**src/hdl/assert_macros.svh**
```systemverilog
// assertion macros for the rtl files
// no dependencies; compiled away when SYNTHESIS is defined
`ifndef ASSERT_MACROS_SVH
`define ASSERT_MACROS_SVH

`ifndef SYNTHESIS
`define RFD_ASSERT(label, clk, rst_n, prop) \
  label: assert property (@(posedge clk) disable iff (!rst_n) (prop)) \
    else $error("rfd assertion failed");
`define RFD_ASSERT_ALWAYS(label, clk, prop) \
  label: assert property (@(posedge clk) (prop)) \
    else $error("rfd assertion failed");
`else
`define RFD_ASSERT(label, clk, rst_n, prop)
`define RFD_ASSERT_ALWAYS(label, clk, prop)
`endif

`endif

```
**src/hdl/rfd_pkg.sv**
```systemverilog
// types and constants of the request frame deframer
// no dependencies
`timescale 1ns / 1ps
`default_nettype none

package rfd_pkg;

  localparam logic [31:0] REQ_MAGIC     = 32'h4454_434E;
  localparam logic [3:0]  HDR_LAST      = 4'd15;
  localparam logic [3:0]  SUM_HDR_BYTES = 4'd12;

  localparam logic [7:0]  VERSION_RESET = 8'd1;
  localparam logic [19:0] MAX_LEN_RESET = 20'd4096;

  localparam int unsigned CFG_IDX_W  = 4;
  localparam int unsigned CFG_DATA_W = 32;

  typedef enum logic [CFG_IDX_W-1:0] {
    CFG_PROTOCOL_VERSION   = 4'd0,
    CFG_MAX_PAYLOAD_LENGTH = 4'd1
  } cfg_idx_t;

  typedef enum logic [1:0] {
    ST_OK     = 2'd0,
    ST_PROTO  = 2'd1,
    ST_LENGTH = 2'd2,
    ST_LINK   = 2'd3
  } status_t;

  typedef enum logic {
    KIND_PAYLOAD = 1'b0,
    KIND_VERDICT = 1'b1
  } kind_t;

  typedef struct packed {
    kind_t       kind;
    logic [7:0]  payload_byte;
    status_t     status;
    logic [7:0]  command;
    logic [15:0] case_number;
    logic [31:0] payload_length;
  } result_t;

endpackage

`default_nettype wire

```
**src/hdl/rfd_in_if.sv**
```systemverilog
// input byte channel of the request frame deframer
// no dependencies
`timescale 1ns / 1ps
`default_nettype none

interface rfd_in_if;
  logic       valid;
  logic       ready;
  logic [7:0] rx_byte;
  logic       link_error;

  modport source (output valid, output rx_byte, output link_error, input ready);
  modport sink   (input valid, input rx_byte, input link_error, output ready);
endinterface

`default_nettype wire

```
**src/hdl/rfd_out_if.sv**
```systemverilog
// result channel of the request frame deframer
// no dependencies
`timescale 1ns / 1ps
`default_nettype none

interface rfd_out_if;
  logic        valid;
  logic        ready;
  logic        kind;
  logic [7:0]  payload_byte;
  logic [1:0]  status;
  logic [7:0]  command;
  logic [15:0] case_number;
  logic [31:0] payload_length;

  modport source (output valid, output kind, output payload_byte, output status,
                  output command, output case_number, output payload_length,
                  input ready);
  modport sink   (input valid, input kind, input payload_byte, input status,
                  input command, input case_number, input payload_length,
                  output ready);
endinterface

`default_nettype wire

```
**src/hdl/rfd_cfg_if.sv**
```systemverilog
// configuration write channel of the request frame deframer
// depends on rfd_pkg for the index and data widths
`timescale 1ns / 1ps
`default_nettype none

interface rfd_cfg_if;
  logic                           valid;
  logic                           ready;
  logic [rfd_pkg::CFG_IDX_W-1:0]  index;
  logic [rfd_pkg::CFG_DATA_W-1:0] data;

  modport source (output valid, output index, output data, input ready);
  modport sink   (input valid, input index, input data, output ready);
endinterface

`default_nettype wire

```
**src/hdl/request_frame_deframer.sv**
```systemverilog
// request frame deframer: header parse, payload pass-through, checksum verdict
// depends on rfd_pkg, rfd_in_if, rfd_out_if, rfd_cfg_if and assert_macros.svh
// each result is registered in out_r, or in the skid entry while out_port stalls, from the byte beat that causes it
// throughput: one byte beat per cycle while in_port.ready is high; all per-byte work sits
//   between the frame state registers and a two-entry output stage (output register plus skid)
// in_port.ready drops only while the skid entry is occupied
// reset (rst_n low, synchronous) clears frame state and output stage and sets
//   protocol_version to 1 and max_payload_length to 4096
`timescale 1ns / 1ps
`default_nettype none
`include "assert_macros.svh"

module request_frame_deframer (
  input  wire        clk,
  input  wire        rst_n,
  rfd_in_if.sink     in_port,
  rfd_out_if.source  out_port,
  rfd_cfg_if.sink    cfg_port
);
  import rfd_pkg::*;

  logic [7:0]  version_r;
  logic [19:0] max_len_r;

  logic        in_payload_r, in_payload_nxt;
  logic [3:0]  hdr_idx_r, hdr_idx_nxt;
  logic [19:0] pay_cnt_r, pay_cnt_nxt;
  logic [31:0] magic_r, magic_nxt;
  logic [7:0]  hver_r, hver_nxt;
  logic [7:0]  command_r, command_nxt;
  logic [15:0] case_r, case_nxt;
  logic [31:0] length_r, length_nxt;
  logic [31:0] expected_r, expected_nxt;
  logic [31:0] sum_r, sum_nxt;

  result_t     out_r, skid_r, res;
  logic        out_valid_r, skid_valid_r, res_valid;

  logic        in_acc, out_acc;
  logic [7:0]  b;
  logic [31:0] sum_inc;
  logic [19:0] cnt_inc;
  logic [31:0] expected_full;
  logic        clear;

  assign in_acc  = in_port.valid && in_port.ready;
  assign out_acc = out_valid_r && out_port.ready;
  assign b       = in_port.rx_byte;
  assign sum_inc = sum_r + {24'd0, b};
  assign cnt_inc = pay_cnt_r + 20'd1;
  assign expected_full = {b, expected_r[23:0]};

  // configuration
  assign cfg_port.ready = 1'b1;

  always_ff @(posedge clk) begin
    if (!rst_n) begin
      version_r <= VERSION_RESET;
      max_len_r <= MAX_LEN_RESET;
    end else if (cfg_port.valid) begin
      case (cfg_port.index)
        CFG_PROTOCOL_VERSION:   version_r <= cfg_port.data[7:0];
        CFG_MAX_PAYLOAD_LENGTH: max_len_r <= cfg_port.data[19:0];
        default: ;
      endcase
    end
  end

  // per-byte frame update
  always_comb begin
    in_payload_nxt = in_payload_r;
    hdr_idx_nxt    = hdr_idx_r;
    pay_cnt_nxt    = pay_cnt_r;
    magic_nxt      = magic_r;
    hver_nxt       = hver_r;
    command_nxt    = command_r;
    case_nxt       = case_r;
    length_nxt     = length_r;
    expected_nxt   = expected_r;
    sum_nxt        = sum_r;
    clear          = 1'b0;
    res_valid      = 1'b0;
    res.kind           = KIND_VERDICT;
    res.payload_byte   = 8'd0;
    res.status         = ST_OK;
    res.command        = command_r;
    res.case_number    = case_r;
    res.payload_length = length_r;

    if (in_acc) begin
      if (in_port.link_error) begin
        res_valid  = 1'b1;
        res.status = ST_LINK;
        clear      = 1'b1;
      end else if (!in_payload_r) begin
        if (hdr_idx_r < SUM_HDR_BYTES) begin
          sum_nxt = sum_inc;
        end
        case (hdr_idx_r) inside
          [4'd0:4'd3]:   magic_nxt[8*hdr_idx_r[1:0] +: 8] = b;
          4'd4:          hver_nxt = b;
          4'd5:          command_nxt = b;
          [4'd6:4'd7]:   case_nxt[8*hdr_idx_r[0] +: 8] = b;
          [4'd8:4'd11]:  length_nxt[8*hdr_idx_r[1:0] +: 8] = b;
          default:       expected_nxt[8*hdr_idx_r[1:0] +: 8] = b;
        endcase
        if (hdr_idx_r != HDR_LAST) begin
          hdr_idx_nxt = hdr_idx_r + 4'd1;
        end else if (magic_r != REQ_MAGIC || hver_r != version_r) begin
          res_valid  = 1'b1;
          res.status = ST_PROTO;
          clear      = 1'b1;
        end else if (length_r > {12'd0, max_len_r}) begin
          res_valid  = 1'b1;
          res.status = ST_LENGTH;
          clear      = 1'b1;
        end else if (length_r == 32'd0) begin
          res_valid  = 1'b1;
          res.status = (sum_r == expected_full) ? ST_OK : ST_PROTO;
          clear      = 1'b1;
        end else begin
          in_payload_nxt = 1'b1;
          hdr_idx_nxt    = 4'd0;
          pay_cnt_nxt    = 20'd0;
        end
      end else begin
        sum_nxt          = sum_inc;
        pay_cnt_nxt      = cnt_inc;
        res_valid        = 1'b1;
        res.payload_byte = b;
        if ({12'd0, cnt_inc} == length_r) begin
          res.status = (sum_inc == expected_r) ? ST_OK : ST_PROTO;
          clear      = 1'b1;
        end else begin
          res.kind = KIND_PAYLOAD;
        end
      end
    end
  end

  always_ff @(posedge clk) begin
    if (!rst_n || clear) begin
      in_payload_r <= 1'b0;
      hdr_idx_r    <= '0;
      pay_cnt_r    <= '0;
      magic_r      <= '0;
      hver_r       <= '0;
      command_r    <= '0;
      case_r       <= '0;
      length_r     <= '0;
      expected_r   <= '0;
      sum_r        <= '0;
    end else begin
      in_payload_r <= in_payload_nxt;
      hdr_idx_r    <= hdr_idx_nxt;
      pay_cnt_r    <= pay_cnt_nxt;
      magic_r      <= magic_nxt;
      hver_r       <= hver_nxt;
      command_r    <= command_nxt;
      case_r       <= case_nxt;
      length_r     <= length_nxt;
      expected_r   <= expected_nxt;
      sum_r        <= sum_nxt;
    end
  end

  // output register with skid entry
  assign in_port.ready = !skid_valid_r;

  always_ff @(posedge clk) begin
    if (!rst_n) begin
      out_valid_r  <= 1'b0;
      skid_valid_r <= 1'b0;
    end else if (!out_valid_r || out_port.ready) begin
      if (skid_valid_r) begin
        out_valid_r  <= 1'b1;
        skid_valid_r <= 1'b0;
      end else begin
        out_valid_r <= res_valid;
      end
    end else if (res_valid) begin
      skid_valid_r <= 1'b1;
    end
  end

  always_ff @(posedge clk) begin
    if (!out_valid_r || out_port.ready) begin
      if (skid_valid_r) begin
        out_r <= skid_r;
      end else if (res_valid) begin
        out_r <= res;
      end
    end else if (res_valid) begin
      skid_r <= res;
    end
  end

  assign out_port.valid          = out_valid_r;
  assign out_port.kind           = out_r.kind;
  assign out_port.payload_byte   = out_r.payload_byte;
  assign out_port.status         = out_r.status;
  assign out_port.command        = out_r.command;
  assign out_port.case_number    = out_r.case_number;
  assign out_port.payload_length = out_r.payload_length;

  `RFD_ASSERT(a_skid_needs_out, clk, rst_n, skid_valid_r |-> out_valid_r)
  `RFD_ASSERT(a_payload_idx_zero, clk, rst_n, in_payload_r |-> hdr_idx_r == 4'd0)
  `RFD_ASSERT(a_count_below_len, clk, rst_n, in_payload_r |-> 32'(pay_cnt_r) < length_r)
  `RFD_ASSERT(a_link_err_result, clk, rst_n, (in_acc && in_port.link_error) |=> out_valid_r)
  `RFD_ASSERT(a_drop_only_full, clk, rst_n, (out_acc && !skid_valid_r && !res_valid) |=> !out_valid_r)

endmodule

`default_nettype wire

```
**src/flat_wrapper.sv**
```systemverilog
// flat-port wrapper written by rule: the top's interface ports become plain ports
module request_frame_deframer_flat import rfd_pkg::*;
  (clk, rst_n, in_port_valid, in_port_rx_byte, in_port_link_error, in_port_ready, out_port_valid, out_port_kind, out_port_payload_byte, out_port_status, out_port_command, out_port_case_number, out_port_payload_length, out_port_ready, cfg_port_valid, cfg_port_index, cfg_port_data, cfg_port_ready);
  rfd_in_if in_port_i ();
  rfd_out_if out_port_i ();
  rfd_cfg_if cfg_port_i ();
  input  wire clk;
  input  wire rst_n;
  input wire logic [$bits(in_port_i.valid)-1:0] in_port_valid;
  input wire logic [$bits(in_port_i.rx_byte)-1:0] in_port_rx_byte;
  input wire logic [$bits(in_port_i.link_error)-1:0] in_port_link_error;
  output wire logic [$bits(in_port_i.ready)-1:0] in_port_ready;
  output wire logic [$bits(out_port_i.valid)-1:0] out_port_valid;
  output wire logic [$bits(out_port_i.kind)-1:0] out_port_kind;
  output wire logic [$bits(out_port_i.payload_byte)-1:0] out_port_payload_byte;
  output wire logic [$bits(out_port_i.status)-1:0] out_port_status;
  output wire logic [$bits(out_port_i.command)-1:0] out_port_command;
  output wire logic [$bits(out_port_i.case_number)-1:0] out_port_case_number;
  output wire logic [$bits(out_port_i.payload_length)-1:0] out_port_payload_length;
  input wire logic [$bits(out_port_i.ready)-1:0] out_port_ready;
  input wire logic [$bits(cfg_port_i.valid)-1:0] cfg_port_valid;
  input wire logic [$bits(cfg_port_i.index)-1:0] cfg_port_index;
  input wire logic [$bits(cfg_port_i.data)-1:0] cfg_port_data;
  output wire logic [$bits(cfg_port_i.ready)-1:0] cfg_port_ready;
  assign in_port_i.valid = in_port_valid;
  assign in_port_i.rx_byte = in_port_rx_byte;
  assign in_port_i.link_error = in_port_link_error;
  assign in_port_ready = in_port_i.ready;
  assign out_port_valid = out_port_i.valid;
  assign out_port_kind = out_port_i.kind;
  assign out_port_payload_byte = out_port_i.payload_byte;
  assign out_port_status = out_port_i.status;
  assign out_port_command = out_port_i.command;
  assign out_port_case_number = out_port_i.case_number;
  assign out_port_payload_length = out_port_i.payload_length;
  assign out_port_i.ready = out_port_ready;
  assign cfg_port_i.valid = cfg_port_valid;
  assign cfg_port_i.index = cfg_port_index;
  assign cfg_port_i.data = cfg_port_data;
  assign cfg_port_ready = cfg_port_i.ready;
  request_frame_deframer u_core (.clk(clk), .rst_n(rst_n), .in_port(in_port_i), .out_port(out_port_i), .cfg_port(cfg_port_i));
endmodule
```
**config.mk**
```make
export PLATFORM = sky130hd
export DESIGN_NAME = request_frame_deframer_flat
export DESIGN_NICKNAME = d
export VERILOG_FILES = /design/src/hdl/rfd_pkg.sv /design/src/hdl/rfd_in_if.sv /design/src/hdl/rfd_out_if.sv /design/src/hdl/rfd_cfg_if.sv /design/src/hdl/request_frame_deframer.sv /design/src/flat_wrapper.sv
export VERILOG_INCLUDE_DIRS = /design/src /design/src/hdl
export SDC_FILE = /design/constraint.sdc
export NUM_CORES = 1
export LEC_CHECK = 0
export ABC_CLOCK_PERIOD_IN_PS = 11520
export BUFFER_PORTS_ARGS = -buffer_cell sky130_fd_sc_hd__buf_2
export CAP_MARGIN = 20
export CORE_ASPECT_RATIO = 0.6
export CORE_MARGIN = 5
export CORE_UTILIZATION = 49
export DETAILED_ROUTE_END_ITERATION = 6
export HOLD_SLACK_MARGIN = 0.08
export PLACE_DENSITY = 0.67
export SLEW_MARGIN = 0
export SYNTH_ARGS = -nofsm -noshare
export SYNTH_HDL_FRONTEND = slang
export SYNTH_SLANG_ARGS = --single-unit
```
**constraint.sdc**
```tcl
create_clock -name clk -period 11.52 [get_ports clk]
set_input_delay 1.728 -clock clk [delete_from_list [all_inputs] [get_ports clk]]
set_output_delay 1.728 -clock clk [all_outputs]
set_load 0.005 [all_outputs]
```
==> key figures <==
Power
  • Leak: 7.07 nW
  • Clock group share of total power: 45.5%
  • Peak VDD IR: a little under 0.00009 V
  • Int Power: about 2 mW
  • Sequential Power Share: 49.9%
  • Switching Fraction: 21.8%
  • Total power: 2.60 mW
  • Combinational share of power: 4.6%
  • Switching power total: 0.566 mW
  • PwrDens: approximately 140 mW/mm^2

Logic synthesis
  • Post-Syn Area: 0.0170 sq mm
  • Post-Synthesis Cells: roughly 1700
  • Syn_area_per_cell: 10.0 sq um
  • Top post-synthesis cells by area: dfxtp_1 (25%), edfxtp_1 (24%), a21oi_1 (7.4%)
  • Synthesis-stage register bit count: between 300 and 400
  • Seq/Total Area, Yosys: 48.9%
  • Main synth FF type: dfxtp_1
  • Async SR Flop Fraction: 0%
  • Cell accounting for the most synthesized area: dfxtp_1
  • Post-synth EDFFs: 134
  • Syn nets: 1785
  • Distinct cells, synth: 73
  • Yosys warning count: 0
  • Synth top area share: around a quarter

Cells and area
  • Nets: 1816
  • Core Util, Final: 55.6%
  • Most frequent cells in the layout: a21oi_1 (252), dfxtp_1 (214), edfxtp_1 (134), nand2_1 (117), buf_2 (107)
  • Layout cell share with drive strength beyond 1: 13.8%
  • Area growth syn-to-layout: 11.0%
  • Final Cell Area: 0.0189 sq mm
  • N_diodes: 0
  • Fin cells: 2214
  • Most common cell after layout, fill and taps aside: a21oi_1

Timing
  • Rel. slew slack: 34.0%
  • Slew at the pin closest to its max-slew limit: 981 ps
  • Final Cycle Share: ~45%
  • Final Hold Viols: 0
  • Setup tns final: 0 ps
  • Slew Limit Fails: 0
  • F_max: 192 MHz
  • Fin worst setup slack: 6320 ps
  • RSZ-0062 raised after global routing: false
  • Hold Slack: 454 ps
  • Finish-stage setup viols: 0
  • Fin crit period: 5200 ps
  • Setup Skew: about 20 ps

Die
  • Effective utilization at floorplan: 50.1%
  • Die Area: 0.0387 sq mm
  • Die width: 251 um
  • Die H: 154 um
  • Core area: around 0.034 sq mm
  • Top Ports: 120
  • Cell Rows: 52

Route
  • Post-detailed-route count of antenna-violating nets: 0
  • DRC Markers: 0
  • Avg Vias per Cell: 5.98
  • Drt initial violations: approximately 1400
  • Detailed Route WL: 46000 um
  • DR vias: 13200
  • WL/cell: 20.8 um
  • TritonRoute pass-1 iters: 6

Global routing
  • Initial antenna violation count: 1
  • GRT overflow: 0
  • Pin count of the biggest net entering global routing: 109
  • First-pass GRT wire length: 71000 um
  • GRT Overall Usage: 22.8%
  • Vias in the first global route: 12100

Clock network
  • CTS max path bufs: 3
  • # H-tree levels: 2
  • Skew-Pair Late Insertion Delay: 530 ps
  • Cts bufs inserted: 34
  • Hold_buf cts: 0
  • CTS tree: done
  • Clock tree sinks: 349
  • Clock root buffer: clkbuf_16
  • Post-CTS Repair Setup Buffers: 0
  • Post-cts sizing count: 0
  • Clock slew at reported path FFs: 60 ps

Place
  • Dpl cells: 2151
  • DP HPWL: between 30000 and 40000 um
  • Area after DPL: 0.0177 sq mm
  • IO buf count: ~110
  • Global placer's final weighted congestion: ~1
  • Pre-CTS setup slack: approximately 5500 ps

Worst hold path
  • HP Class: reg2reg

Setup path
  • Startpoint Class: primary input
  • Worst Path Required: 11760 ps
  • Critical path's slowest cell: nor4_1
  • WP data arrival: 5440 ps
  • Max incr delay on CP: 570 ps
  • CP Max Fanout: 12
  • Kind of critical path: in2reg
  • Crit. End Element: flop
  • CP Cell Sequence: buf_2 > ha_1 > inv_1 > fa_1 > nor2b_1 > o21a_1 > o21ai_1 > or2_2 > o41ai_1 > nand3_1 > nor4_1 > o21ai_0

Run status
  • Outcome: finished clean

Job
  • Max-Cap Viols: 0
synthesized netlist by cell type, types with 5 or more instances:
| library cell | n |
|---|---|
| a211o_1 | 6 |
| a21boi_0 | 20 |
| a21o_1 | 17 |
| a21oi_1 | 252 |
| a22oi_1 | 10 |
| a31oi_1 | 11 |
| and2_1 | 28 |
| and3_1 | 13 |
| and4_1 | 5 |
| buf_2 | 8 |
| buf_4 | 13 |
| buf_6 | 5 |
| clkbuf_1 | 92 |
| dfxtp_1 | 215 |
| edfxtp_1 | 134 |
| ha_1 | 35 |
| inv_1 | 40 |
| mux2_2 | 56 |
| mux2i_1 | 94 |
| nand2_1 | 117 |
| nand2b_1 | 5 |
| nand3_1 | 44 |
| nand3b_1 | 5 |
| nand4_1 | 33 |
| nor2_1 | 95 |
| nor2b_1 | 20 |
| nor3_1 | 23 |
| nor3b_1 | 5 |
| nor4_1 | 29 |
| nor4b_1 | 9 |
| o211ai_1 | 6 |
| o21a_1 | 16 |
| o21ai_0 | 24 |
| o22ai_1 | 6 |
| o31ai_1 | 5 |
| or3_1 | 17 |
| or4_1 | 6 |
| xnor2_1 | 81 |
| xor2_1 | 33 |
power groups by stage:
stage               Clock (mW)  Combinational (mW)  Sequential (mW)
CTS                       1.20               0.118             1.30
finish                    1.18               0.119             1.30
floorplan                    0              0.0702             1.33
global placement             0               0.115             1.32
detailed placement           0               0.117             1.32
global route              1.26               0.129             1.30
sequential cells by signal, summed over array words and instances (netlist names), 2 cells and up:
signal,cells
u_core.skid_r,67
u_core.expected_r,32
u_core.length_r,32
u_core.magic_r,32
u_core.out_port.payload_length,32
u_core.sum_r,32
u_core.max_len_r,20
u_core.pay_cnt_r,20
u_core.case_r,16
u_core.out_port.case_number,16
u_core.command_r,8
u_core.hver_r,8
u_core.out_port.command,8
u_core.out_port.payload_byte,8
u_core.version_r,8
u_core.hdr_idx_r,4
u_core.out_port.status,2
worst max-delay path: cells and delay by family:
| family | cells | cell delay, ps |
|---|---|---|
| and+or+nand+nor | 4 | 1340 |
| AOI/OAI and AO/OA | 4 | 1240 |
| adders and majority gates | 2 | 700 |
| buffers and inverters | 2 | 420 |
cell families (layout without fill, tap and decap cells):
logic type / after synthesis / after routing / share of synthesized area [%]
xor gates and xnor gates: 116 / 116 / 6.13
and+or+nand+nor: 471 / 471 / 14.4
AOI/OAI and AO/OA: 413 / 413 / 14.4
DFF: 349 / 349 / 48.9
buffers and inverters: 163 / 219 / 4.17
muxes: 150 / 150 / 9.23
other: 1 / 1 / 0.0220
adders and majority gates: 36 / 36 / 2.69
layout make-up:
cell class	count	area, sq um
Sequential cell	349	8330
Multi-Input combinational cell	1187	8020
Timing Repair Buffer	118	638
Fill cell	3028	15100
Clock inverter	14	226
Clock buffer	47	958
Inverter	40	150
Tap cell	459	574
worst paths after layout:
| path | slack, ps | start | cells past startpoint | to |
|---|---|---|---|---|
| worst max-delay path | 6320 | in_port_rx_byte[0] | 12 | u_core.out_port.status[0] |
| worst min-delay path | 450 | u_core.case_r[0] | 0 | u_core.skid_r[32] |
| worst max register to register | 7070 | u_core.pay_cnt_r[0] | 10 | u_core.pay_cnt_r[6] |
| worst min register to register | 450 | u_core.case_r[0] | 0 | u_core.skid_r[32] |
routing by layer:
layer | global-route usage, % | share of wire, % | wire length [um]
met3 | 4.08 | 8.3 | 3820
met5 | 0 | 0 | 0
met2 | 31.4 | 41 | 18700
met4 | 4.80 | 2.0 | 920
met1 | 37.0 | 49 | 22600
Note: power is estimated with default switching activity, not from simulation.
